**src/hdl/wdss_ram.sv**
```systemverilog
// wdss_ram: generic single-write, single-read synchronous ram
// registered read data; no dependencies
module wdss_ram #(
  parameter int WIDTH = 8,
  parameter int DEPTH = 16
) (
  input  logic                     clk,
  input  logic                     we,
  input  logic [$clog2(DEPTH)-1:0] waddr,
  input  logic [WIDTH-1:0]         wdata,
  input  logic [$clog2(DEPTH)-1:0] raddr,
  output logic [WIDTH-1:0]         rdata
);

  logic [WIDTH-1:0] mem [DEPTH];

  always_ff @(posedge clk) begin
    if (we) begin
      mem[waddr] <= wdata;
    end
    rdata <= mem[raddr];
  end

endmodule

```
**config.mk**
```make
export PLATFORM = sky130hd
export DESIGN_NAME = wdss_ram
export DESIGN_NICKNAME = d
export VERILOG_FILES = /design/src/hdl/wdss_ram.sv
export SDC_FILE = /design/constraint.sdc
export NUM_CORES = 1
export LEC_CHECK = 0
export ABC_AREA = 0
export BUFFER_PORTS_ARGS = -buffer_cell sky130_fd_sc_hd__buf_2
export CAP_MARGIN = 20
export CORE_MARGIN = 5
export CORE_UTILIZATION = 45
export DETAILED_ROUTE_END_ITERATION = 10
export SKIP_CTS_REPAIR_TIMING = 1
export SLEW_MARGIN = 15
export SYNTH_ARGS = -nofsm -noshare
export SYNTH_HDL_FRONTEND = slang
export SYNTH_SLANG_ARGS = --single-unit
```
**constraint.sdc**
```tcl
create_clock -name clk -period 5.7 [get_ports clk]
set_clock_uncertainty 0.1 [all_clocks]
set_input_delay 1.14 -clock clk [delete_from_list [all_inputs] [get_ports clk]]
set_output_delay 1.14 -clock clk [all_outputs]
set_load 0.05 [all_outputs]
```
==> results of run 1 <==
## routing by layer
layer	part of all wire	wire length, um	GRT usage
met1	0.47	4516	0.2252
met3	0.046	443	0.04216
met2	0.48	4588	0.2389
met4	0.0075	72	0.06193
met5	0	0	0
## synth_stat cells
cell / instances
nand2_1: 9
nand2b_1: 2
and2_1: 1
nor2b_1: 1
mux4_1: 14
nand3_1: 1
edfxtp_1: 128
buf_4: 1
nand3b_1: 2
mux4_2: 18
nor2_1: 13
buf_6: 3
or3b_2: 1
nor3_1: 4
and2b_1: 1
a22oi_1: 16
dfxtp_1: 8
clkdlybuf4s25_2: 3
buf_2: 3
## flip-flops by register name, indices dropped and copies added (netlist names)
signal and count:
mem 128, rdata 8
## cell families after synthesis
family                 count (synthesis)  synth area share
muxes                                 32            0.1502
and+or+nand+nor                       35           0.03184
buffers and inverters                 10           0.01677
AOI/OAI and AO/OA                     16           0.02334
DFF                                  136            0.7778
## how the worst max path moves through the flow
| stage | depth (start not counted) | endpoint | startpoint |
|---|---|---|---|
| global route | 5 | rdata[1]$_DFF_P_ | raddr[0] |
| floorplan | 2 | mem[0][0]$_DFFE_PP_ | waddr[2] |
| detailed placement | 4 | rdata[1]$_DFF_P_ | raddr[0] |
| CTS | 4 | rdata[4]$_DFF_P_ | raddr[0] |
| finish | 5 | rdata[4]$_DFF_P_ | raddr[0] |
| global placement | 4 | rdata[2]$_DFF_P_ | raddr[0] |
## power groups by stage
stage	Combinational [mW]	Clock, mW	Sequential, mW
floorplan	0.0568	0	1.17
global placement	0.120	0	1.15
detailed placement	0.122	0	1.15
CTS	0.122	1.06	1.13
global route	0.130	1.11	1.13
finish	0.121	1.05	1.13
## critical path, stage by stage
cell and delay [ps]:
buf_2 360, buf_12 260, mux4_1 580, a22oi_1 320
nand2_1 80
## area by class of cell
| cell class | count | area [um^2] | area share |
|---|---|---|---|
| Timing Repair Buffer | 28 | 160.2 | 0.02678 |
| Tap cell | 143 | 178.9 | 0.02992 |
| Clock inverter | 12 | 132.6 | 0.02218 |
| Clock buffer | 20 | 436.7 | 0.07303 |
| Multi-Input combinational cell | 83 | 1067 | 0.1785 |
| Sequential cell | 136 | 4004 | 0.6696 |
## stage by stage
step / util / area, um^2 / hold WS (ps) / setup slack [ps] / power [mW]
2_1_floorplan: - / 5147 / 529.3 / 2967 / 1.224
3_3_place_gp: 0.4757 / 5385 / 553.7 / 2425 / 1.266
3_5_place_dp: 0.4761 / 5390 / 557.1 / 2409 / 1.269
4_1_cts: 0.5264 / 5959 / 568.1 / 2845 / 2.313
5_1_grt: 0.5282 / 5979 / 601.6 / 3079 / 2.368
6_report: 0.5282 / 5979 / 565.4 / 3131 / 2.296
==> results.yml, run 1 <==
power_and_ir_drop:
  vdd_drop_max_mv: 0.1675
  power_frac_seq: 0.490
  p_int_mw: 1.838
  p_per_area_mw_per_mm2: 384.0
  combPwrFrac: 0.053
  p_sw_mw: 0.4587
  switching_share: 0.1998
  p_leak_nw: 1.994
  clkPwrFrac: 0.457
floorplanning:
  die_x_um: 117.0
  io_pins: 26
  fp-row-count: 39
  fp.coreArea_mm2: 0.01132
  die_y_um: 117.0
  die_area_mm2: 0.01368
  initial_utilization: 0.4547
critical_path:
  start_kind: "input port"
  crit_path_max_fanout: 21
  arrival_ps: 2750
  r2r_cells: 3
  rr_endpoint: "rdata[4]$_DFF_P_"
  r2r_slack_ps: 4220
  path_class: "in -> reg"
  cp-end-kind: "flip-flop"
  required_ps: 5880
  r2r_start: "mem[8][4]$_DFFE_PP_"
timing:
  worst_pin_slew_ps: 943.7
  setup_viol: 0
  final_hold_viol_count: 0
  fin_tns_setup_ps: 0
  period_share: 0.4507
  min_period_ps: 2569
  slew_headroom: 0.3685
  fmax_mhz: 389.3
  rsz0062_at_grt: "false"
  slew_viol_final: 0
detailed_routing:
  num_vias: 2322
  drt_first_pass_iters: 4
  viasPerCell: 5.502
  wire_per_inst_um: 22.80
  drt_first_iter_violations: 95
  drc_errors: 0
  routed_wl_um: 9620
  drtAntennaViolNets: 0
grt:
  antenna_found_initial: 0
  grtUsageTotal: 0.1591
  grt_pass1_wl_um: 14800
  grt-ovfl-total: 0
  grt_pass1_vias: 2486
  grt_start_max_net_pins: 33
min_path:
  hold_end: "rdata[5]$_DFF_P_"
  worstHoldStart: "mem[14][5]$_DFFE_PP_"
  hold_path_class: "reg -> reg"
  min_delay_path_depth: 3
cts:
  numCtsBuffers: 17
  insertion_delay_ps: 410
  cts_tree: "yes"
  cts_buffer_depth: 2
  clock-sinks: 136
  cts_root_buffer: "clkbuf_16"
  cts.clk_slew.worst_paths_ps: 60
  cts.htree.levels: 4
flow_run:
  cap_violations: 0
cells_and_area:
  n_fill_cell: 911
  final_nets: 284
  stdcell_count: 422
  final_cell_mix: "128 x edfxtp_1, 25 x buf_2, 18 x mux4_2"
  drive_above_1_share: 0.2652
  syn_to_final_growth_pct: 16.16
  final_common_cell: "edfxtp_1"
  antenna_cells: 0
synth:
  yosys_register_bits: 136
  synth_area_per_cell_um2: 22.48
  ys_warn_count: 0
  syn-num-nets: 247
  yosysTopAreaCell: "edfxtp_1"
  yosysTopAreaCellShare: 0.7467
  syn_area_mm2: 0.005147
  yosysUniqueCellTypes: 19
  yosysSeqAreaShare: 0.7778
  synth_cells: 229
  yosys-top-cells-area: "edfxtp_1 75%, mux4_2 7.9%, mux4_1 7.1%, dfxtp_1 3.1%, a22oi_1 2.3%"
place:
  gp_congestion: 0.7140
  io_buffer_count: 25
  dp.cells: 389
  dp_hpwl_um: 5931
status:
  outcome: "finished, final reports clean"
No activity file was read; power rests on OpenSTA's default activity.
==> inputs of run 2 (changes only) <==
--- a/config.mk
+++ b/config.mk
@@ -5,7 +5,7 @@
 export SDC_FILE = /design/constraint.sdc
 export NUM_CORES = 1
 export LEC_CHECK = 0
-export ABC_AREA = 0
+export ABC_AREA = 1
 export BUFFER_PORTS_ARGS = -buffer_cell sky130_fd_sc_hd__buf_2
 export CAP_MARGIN = 20
 export CORE_MARGIN = 5
==> constraint.sdc (replaced) <==
create_clock -name clk -period 2.2 [get_ports clk]
set_clock_uncertainty 0.1 [all_clocks]
set_input_delay 0.44 -clock clk [delete_from_list [all_inputs] [get_ports clk]]
set_output_delay 0.44 -clock clk [all_outputs]
set_load 0.05 [all_outputs]
==> run 2 against run 1 <==
Against the previous run: worst hold slack got worse by 280 ps; core utilization increased by 0.43 points; die area increased by 11%; critical path type is now reg -> out; largest power group unchanged.
==> results.yml, run 2 <==
synth:
  syn_area_mm2: 0.005767
  synth_top_family_by_area: "simple AND/OR/NAND/NOR gates"
  ys.flop_type: "edfxtp_1"
  yosysUniqueCellTypes: 12
  synthXorXnorAreaFrac: 0
  yosys.area_share.simple: 0.2105
  synthAdderAreaFrac: 0
  yosysMostFrequentCell: "nand2_1"
  yosysSeqAreaShare: 0.6943
  synth_edf_count: 128
  yosysTopAreaCell: "edfxtp_1"
  synth_cells: 551
  synth_area_per_cell_um2: 10.47
  yosys-top-cells-area: "edfxtp_1 67%, nand2_1 11%, nand3_1 8.4%, inv_1 6.5%, dfxtp_1 2.8%"
  synth_common_cells: "173 x nand2_1, 128 x edfxtp_1, 100 x inv_1"
  syn-num-nets: 569
  synthArstFlopShare: 0
  ys_warn_count: 0
  synth-compound-area-share: 0
  synthMuxAreaShare: 0
  yosys_register_bits: 136
  yosysTopAreaCellShare: 0.6665
timing:
  fmax_mhz: 636.3
  worst_pin_slew_ps: 622.3
  period_share: 0.7144
  rsz0062_at_grt: "false"
  final_hold_viol_count: 0
  min_period_ps: 1572
  slew_viol_final: 0
  hold-worst-slack_ps: 286.6
  fin_tns_setup_ps: 0
  slew_headroom: 0.5845
  setup_viol: 0
cells_and_area:
  final_cell_mix: "173 x nand2_1, 128 x edfxtp_1, 100 x inv_1"
  antenna_cells: 0
  stdcell_count: 777
  fin_area_mm2: 0.006693
  largestRegisters: "mem (128), rdata (8)"
  n_fill_cell: 1109
  final_common_cell: "nand2_1"
  syn_to_final_growth_pct: 16.06
  multi_input_area_mm2: 0.001214
  seq_area_mm2: 0.004004
  final_nets: 610
  largest_register: "mem"
  largest_reg_flops: 128
  drive_above_1_share: 0.1207
power_and_ir_drop:
  power_frac_seq: 0.482
  p_leak_nw: 2.912
  finalPower_mw: 6.047
  p_per_area_mw_per_mm2: 903.6
  p_int_mw: 4.757
  p_sw_mw: 1.291
  switching_share: 0.2134
  combPwrFrac: 0.066
  clkPwrFrac: 0.452
  vdd_drop_max_mv: 0.4981
critical_path:
  cp.buffers_inverters: 1
  crit_path_max_fanout: 1
  slowest_stage: "dfxtp_1"
  arrival_ps: 1030
  r2r_slack_ps: 1110
  r2r_cells: 6
  path_delay_family: "flip-flops"
  r2r_start: "mem[15][2]$_DFFE_PP_"
  cp_cell_sequence: "buf_2"
  max_stage_delay_ps: 350
  cp-end-kind: "output pin"
  rr_endpoint: "rdata[2]$_DFF_P_"
  start_kind: "flip-flop"
  required_ps: 1660
  path_class: "reg -> out"
place:
  dp_hpwl_um: 7616
  placed_area_mm2: 0.006123
  dp.cells: 745
  gp_congestion: 0.7802
  io_buffer_count: 25
cts:
  cts_buffer_depth: 2
  cts_tree: "yes"
  cts.htree.levels: 4
  numCtsBuffers: 17
  clock-sinks: 136
  insertion_delay_ps: 410
  cts.clk_slew.worst_paths_ps: 50
  cts_root_buffer: "clkbuf_16"
detailed_routing:
  wire_per_inst_um: 16.09
  routed_wl_um: 12500
  drtAntennaViolNets: 0
  viasPerCell: 4.882
  drc_errors: 0
  num_vias: 3793
  drt_first_iter_violations: 248
  drt_first_pass_iters: 5
status:
  outcome: "finished, final reports clean"
floorplanning:
  die_area_mm2: 0.01518
  initial_utilization: 0.4588
  die_x_um: 123.2
  io_pins: 26
  die_y_um: 123.2
  fp-row-count: 41
  fp.coreArea_mm2: 0.01257
min_path:
  worstHoldStart: "raddr[3]"
  hold_path_class: "in -> reg"
  min_delay_path_depth: 3
  hold_end: "rdata[5]$_DFF_P_"
grt:
  grtUsageTotal: 0.1785
  grt_pass1_vias: 3608
  grt_pass1_wl_um: 19650
  grt-ovfl-total: 0
  grt_start_max_net_pins: 65
  antenna_found_initial: 0
flow_run:
  cap_violations: 0
-- run 2: cell count changes after synthesis, sizes merged, moves of 3 or more --
| cell | previous run | this run |
|---|---|---|
| nand2 | 9 | 173 |
| inv | 0 | 102 |
| nand3 | 1 | 97 |
| mux4 | 32 | 0 |
| buf | 7 | 24 |
| a22oi | 16 | 0 |
| nor2 | 13 | 17 |
| nor3 | 4 | 0 |
| clkdlybuf4s25 | 3 | 0 |
-- run 2: how the worst max path moves through the flow --
stage | depth (start not counted) | startpoint | end | slack, ps
floorplan | 2 | waddr[2] | mem[10][0]$_DFFE_PP_ | 710
global placement | 5 | waddr[2] | mem[2][1]$_DFFE_PP_ | 530
detailed placement | 4 | waddr[3] | mem[6][2]$_DFFE_PP_ | 480
CTS | 1 | rdata[7]$_DFF_P_ | rdata[7] | 610
global route | 1 | rdata[4]$_DFF_P_ | rdata[4] | 590
finish | 1 | rdata[4]$_DFF_P_ | rdata[4] | 630
-- run 2: routing by layer --
metal  up-vias  share of wire  global-route usage
met5         -              0                   0
met1      1800           0.46              0.2478
li1       1859              -                   -
met3        15          0.053             0.04620
met2       119           0.47              0.2756
met4         0          0.016             0.05952
-- run 2: metrics by stage --
stage                 util  setup slack (ps)
floorplan                -             709.2
global placement    0.4872             525.1
detailed placement  0.4872             478.0
CTS                 0.5325             610.1
global route        0.5325             585.2
finish              0.5325             628.3
-- run 2: power by group through the flow --
stage / Sequential (mW) / Combinational, mW / Clock [mW]
after global placement: 2.97 / 0.399 / 0
after CTS: 2.92 / 0.405 / 2.77
after floorplan: 3.02 / 0.204 / 0
final: 2.91 / 0.402 / 2.73
after global routing: 2.92 / 0.443 / 2.88
after detailed placement: 2.97 / 0.403 / 0
-- run 2: final cells by class --
class | instances | area share
Clock buffer | 20 | 0.06525
Tap cell | 172 | 0.03216
Inverter | 102 | 0.05721
Clock inverter | 12 | 0.01982
Timing Repair Buffer | 46 | 0.04599
Multi-Input combinational cell | 289 | 0.1813
Sequential cell | 136 | 0.5982
-- run 2: logic make-up (layout without fill, tap and decap cells) --
family	Yosys count	after routing
flip-flops	136	136
AND/OR/NAND/NOR	289	289
buffers and inverters	126	180
==> inputs of run 3 (changes only) <==
==> constraint.sdc (replaced) <==
create_clock -name clk -period 1.5 [get_ports clk]
set_clock_uncertainty 0.1 [all_clocks]
set_input_delay 0.3 -clock clk [delete_from_list [all_inputs] [get_ports clk]]
set_output_delay 0.3 -clock clk [all_outputs]
set_load 0.05 [all_outputs]
==> run 3 against run 2 <==
Against the previous run: first-iteration DRC count is 46% higher; combinational power is 54% higher; sequential share of layout area is 1.3 points lower; critical endpoint unchanged; largest cell class unchanged.
==> results.yml, run 3 (synthesis results as in run 2) <==
status:
  outcome: "finished, final reports clean"
grt:
  grtUsageTotal: 0.1842
  grt_pass1_wl_um: 20360
  grt_pass1_vias: 3808
  antenna_found_initial: 0
  grt-ovfl-total: 0
  grt_start_max_net_pins: 65
cts:
  numCtsBuffers: 17
  cts_buffer_depth: 2
  clock-sinks: 136
  insertion_delay_ps: 410
  cts.clk_slew.worst_paths_ps: 50
  cts_root_buffer: "clkbuf_16"
  cts.htree.levels: 4
  cts_tree: "yes"
critical_path:
  r2r_cells: 6
  path_class: "reg -> out"
  cp-end-kind: "output pin"
  cp.buffers_inverters: 1
  start_kind: "flip-flop"
  cp_cell_sequence: "buf_2"
  r2r_slack_ps: 430
  max_stage_delay_ps: 340
  r2r_start: "mem[1][6]$_DFFE_PP_"
  required_ps: 1100
  arrival_ps: 1020
  path_delay_family: "flip-flops"
  rr_endpoint: "rdata[6]$_DFF_P_"
  crit_path_max_fanout: 1
  slowest_stage: "dfxtp_1"
min_path:
  hold_path_class: "in -> reg"
  min_delay_path_depth: 3
  worstHoldStart: "raddr[3]"
  hold_end: "rdata[3]$_DFF_P_"
timing:
  slew_headroom: 0.7560
  slew_viol_final: 0
  setup_viol: 0
  fin_tns_setup_ps: 0
  rsz0062_at_grt: "false"
  fmax_mhz: 702.7
  worst_pin_slew_ps: 366.0
  final_hold_viol_count: 0
  hold-worst-slack_ps: 180.2
  period_share: 0.9488
  min_period_ps: 1423
floorplanning:
  initial_utilization: 0.4588
  die_area_mm2: 0.01518
  io_pins: 26
  die_x_um: 123.2
  die_y_um: 123.2
  fp.coreArea_mm2: 0.01257
  fp-row-count: 41
power_and_ir_drop:
  p_per_area_mw_per_mm2: 1352
  vdd_drop_max_mv: 0.7784
  p_leak_nw: 2.987
place:
  gp_congestion: 0.8398
  dp_hpwl_um: 8093
  io_buffer_count: 25
  dp.cells: 753
flow_run:
  cap_violations: 0
detailed_routing:
  viasPerCell: 4.920
  wire_per_inst_um: 16.39
  drtAntennaViolNets: 0
  drc_errors: 0
  drt_first_pass_iters: 7
  drt_first_iter_violations: 362
  num_vias: 3852
  routed_wl_um: 12830
cells_and_area:
  final_cell_mix: "173 x nand2_1, 128 x edfxtp_1, 100 x inv_1"
  n_fill_cell: 1077
  antenna_cells: 0
  utilization: 0.5440
  largestRegisters: "mem (128), rdata (8)"
  syn_to_final_growth_pct: 18.55
  final_nets: 618
  drive_above_1_share: 0.1342
  final_common_cell: "nand2_1"
  stdcell_count: 783
  largest_reg_flops: 128
  largest_register: "mem"
[run 3: through the flow]
| step | setup slack, ps | power (mW) | instance area, um^2 |
|---|---|---|---|
| after floorplan | 149.2 | 4.735 | 5767 |
| after global routing | 32.97 | 9.561 | 6837 |
| after CTS | 19.18 | 9.307 | 6834 |
| after global placement | 69.23 | 4.964 | 6221 |
| final | 76.86 | 9.241 | 6837 |
| after detailed placement | 59.25 | 4.972 | 6221 |
[run 3: cell type report]
class	count	area [um^2]	share of cell area
Sequential cell	136	4004	0.5857
Tap cell	172	215.2	0.03148
Multi-Input combinational cell	289	1214	0.1775
Timing Repair Buffer	54	407.9	0.05966
Inverter	102	382.9	0.05600
Clock buffer	19	432.9	0.06332
Clock inverter	11	180.2	0.02635
[run 3: power by group]
| group | internal [mW] | total, mW | switching (mW) |
|---|---|---|---|
| combinational | 0.178 | 0.621 | 0.443 |
| clock | 2.91 | 4.35 | 1.44 |
| sequential | 4.25 | 4.27 | 0.0241 |
| total | 7.33 | 9.24 | 1.91 |
[run 3: worst max-delay path by stage]
stage	startpoint	endpoint	slack, ps	cells after the start
finish	rdata[4]$_DFF_P_	rdata[4]	80	1
detailed placement	waddr[0]	mem[0][1]$_DFFE_PP_	60	5
floorplan	waddr[2]	mem[10][0]$_DFFE_PP_	150	2
global route	rdata[5]$_DFF_P_	rdata[5]	30	1
CTS	rdata[5]$_DFF_P_	rdata[5]	20	1
global placement	waddr[0]	mem[0][1]$_DFFE_PP_	70	5
[run 3: per-layer routing]
layer / share of wire / wire length (um) / up-vias / global-route usage
met5: 0 / 0 / - / 0
met4: 0.012 / 151 / 0 / 0.07336
met3: 0.066 / 850 / 14 / 0.05078
met2: 0.49 / 6333 / 127 / 0.2895
met1: 0.43 / 5498 / 1840 / 0.2435
li1: - / - / 1871 / -
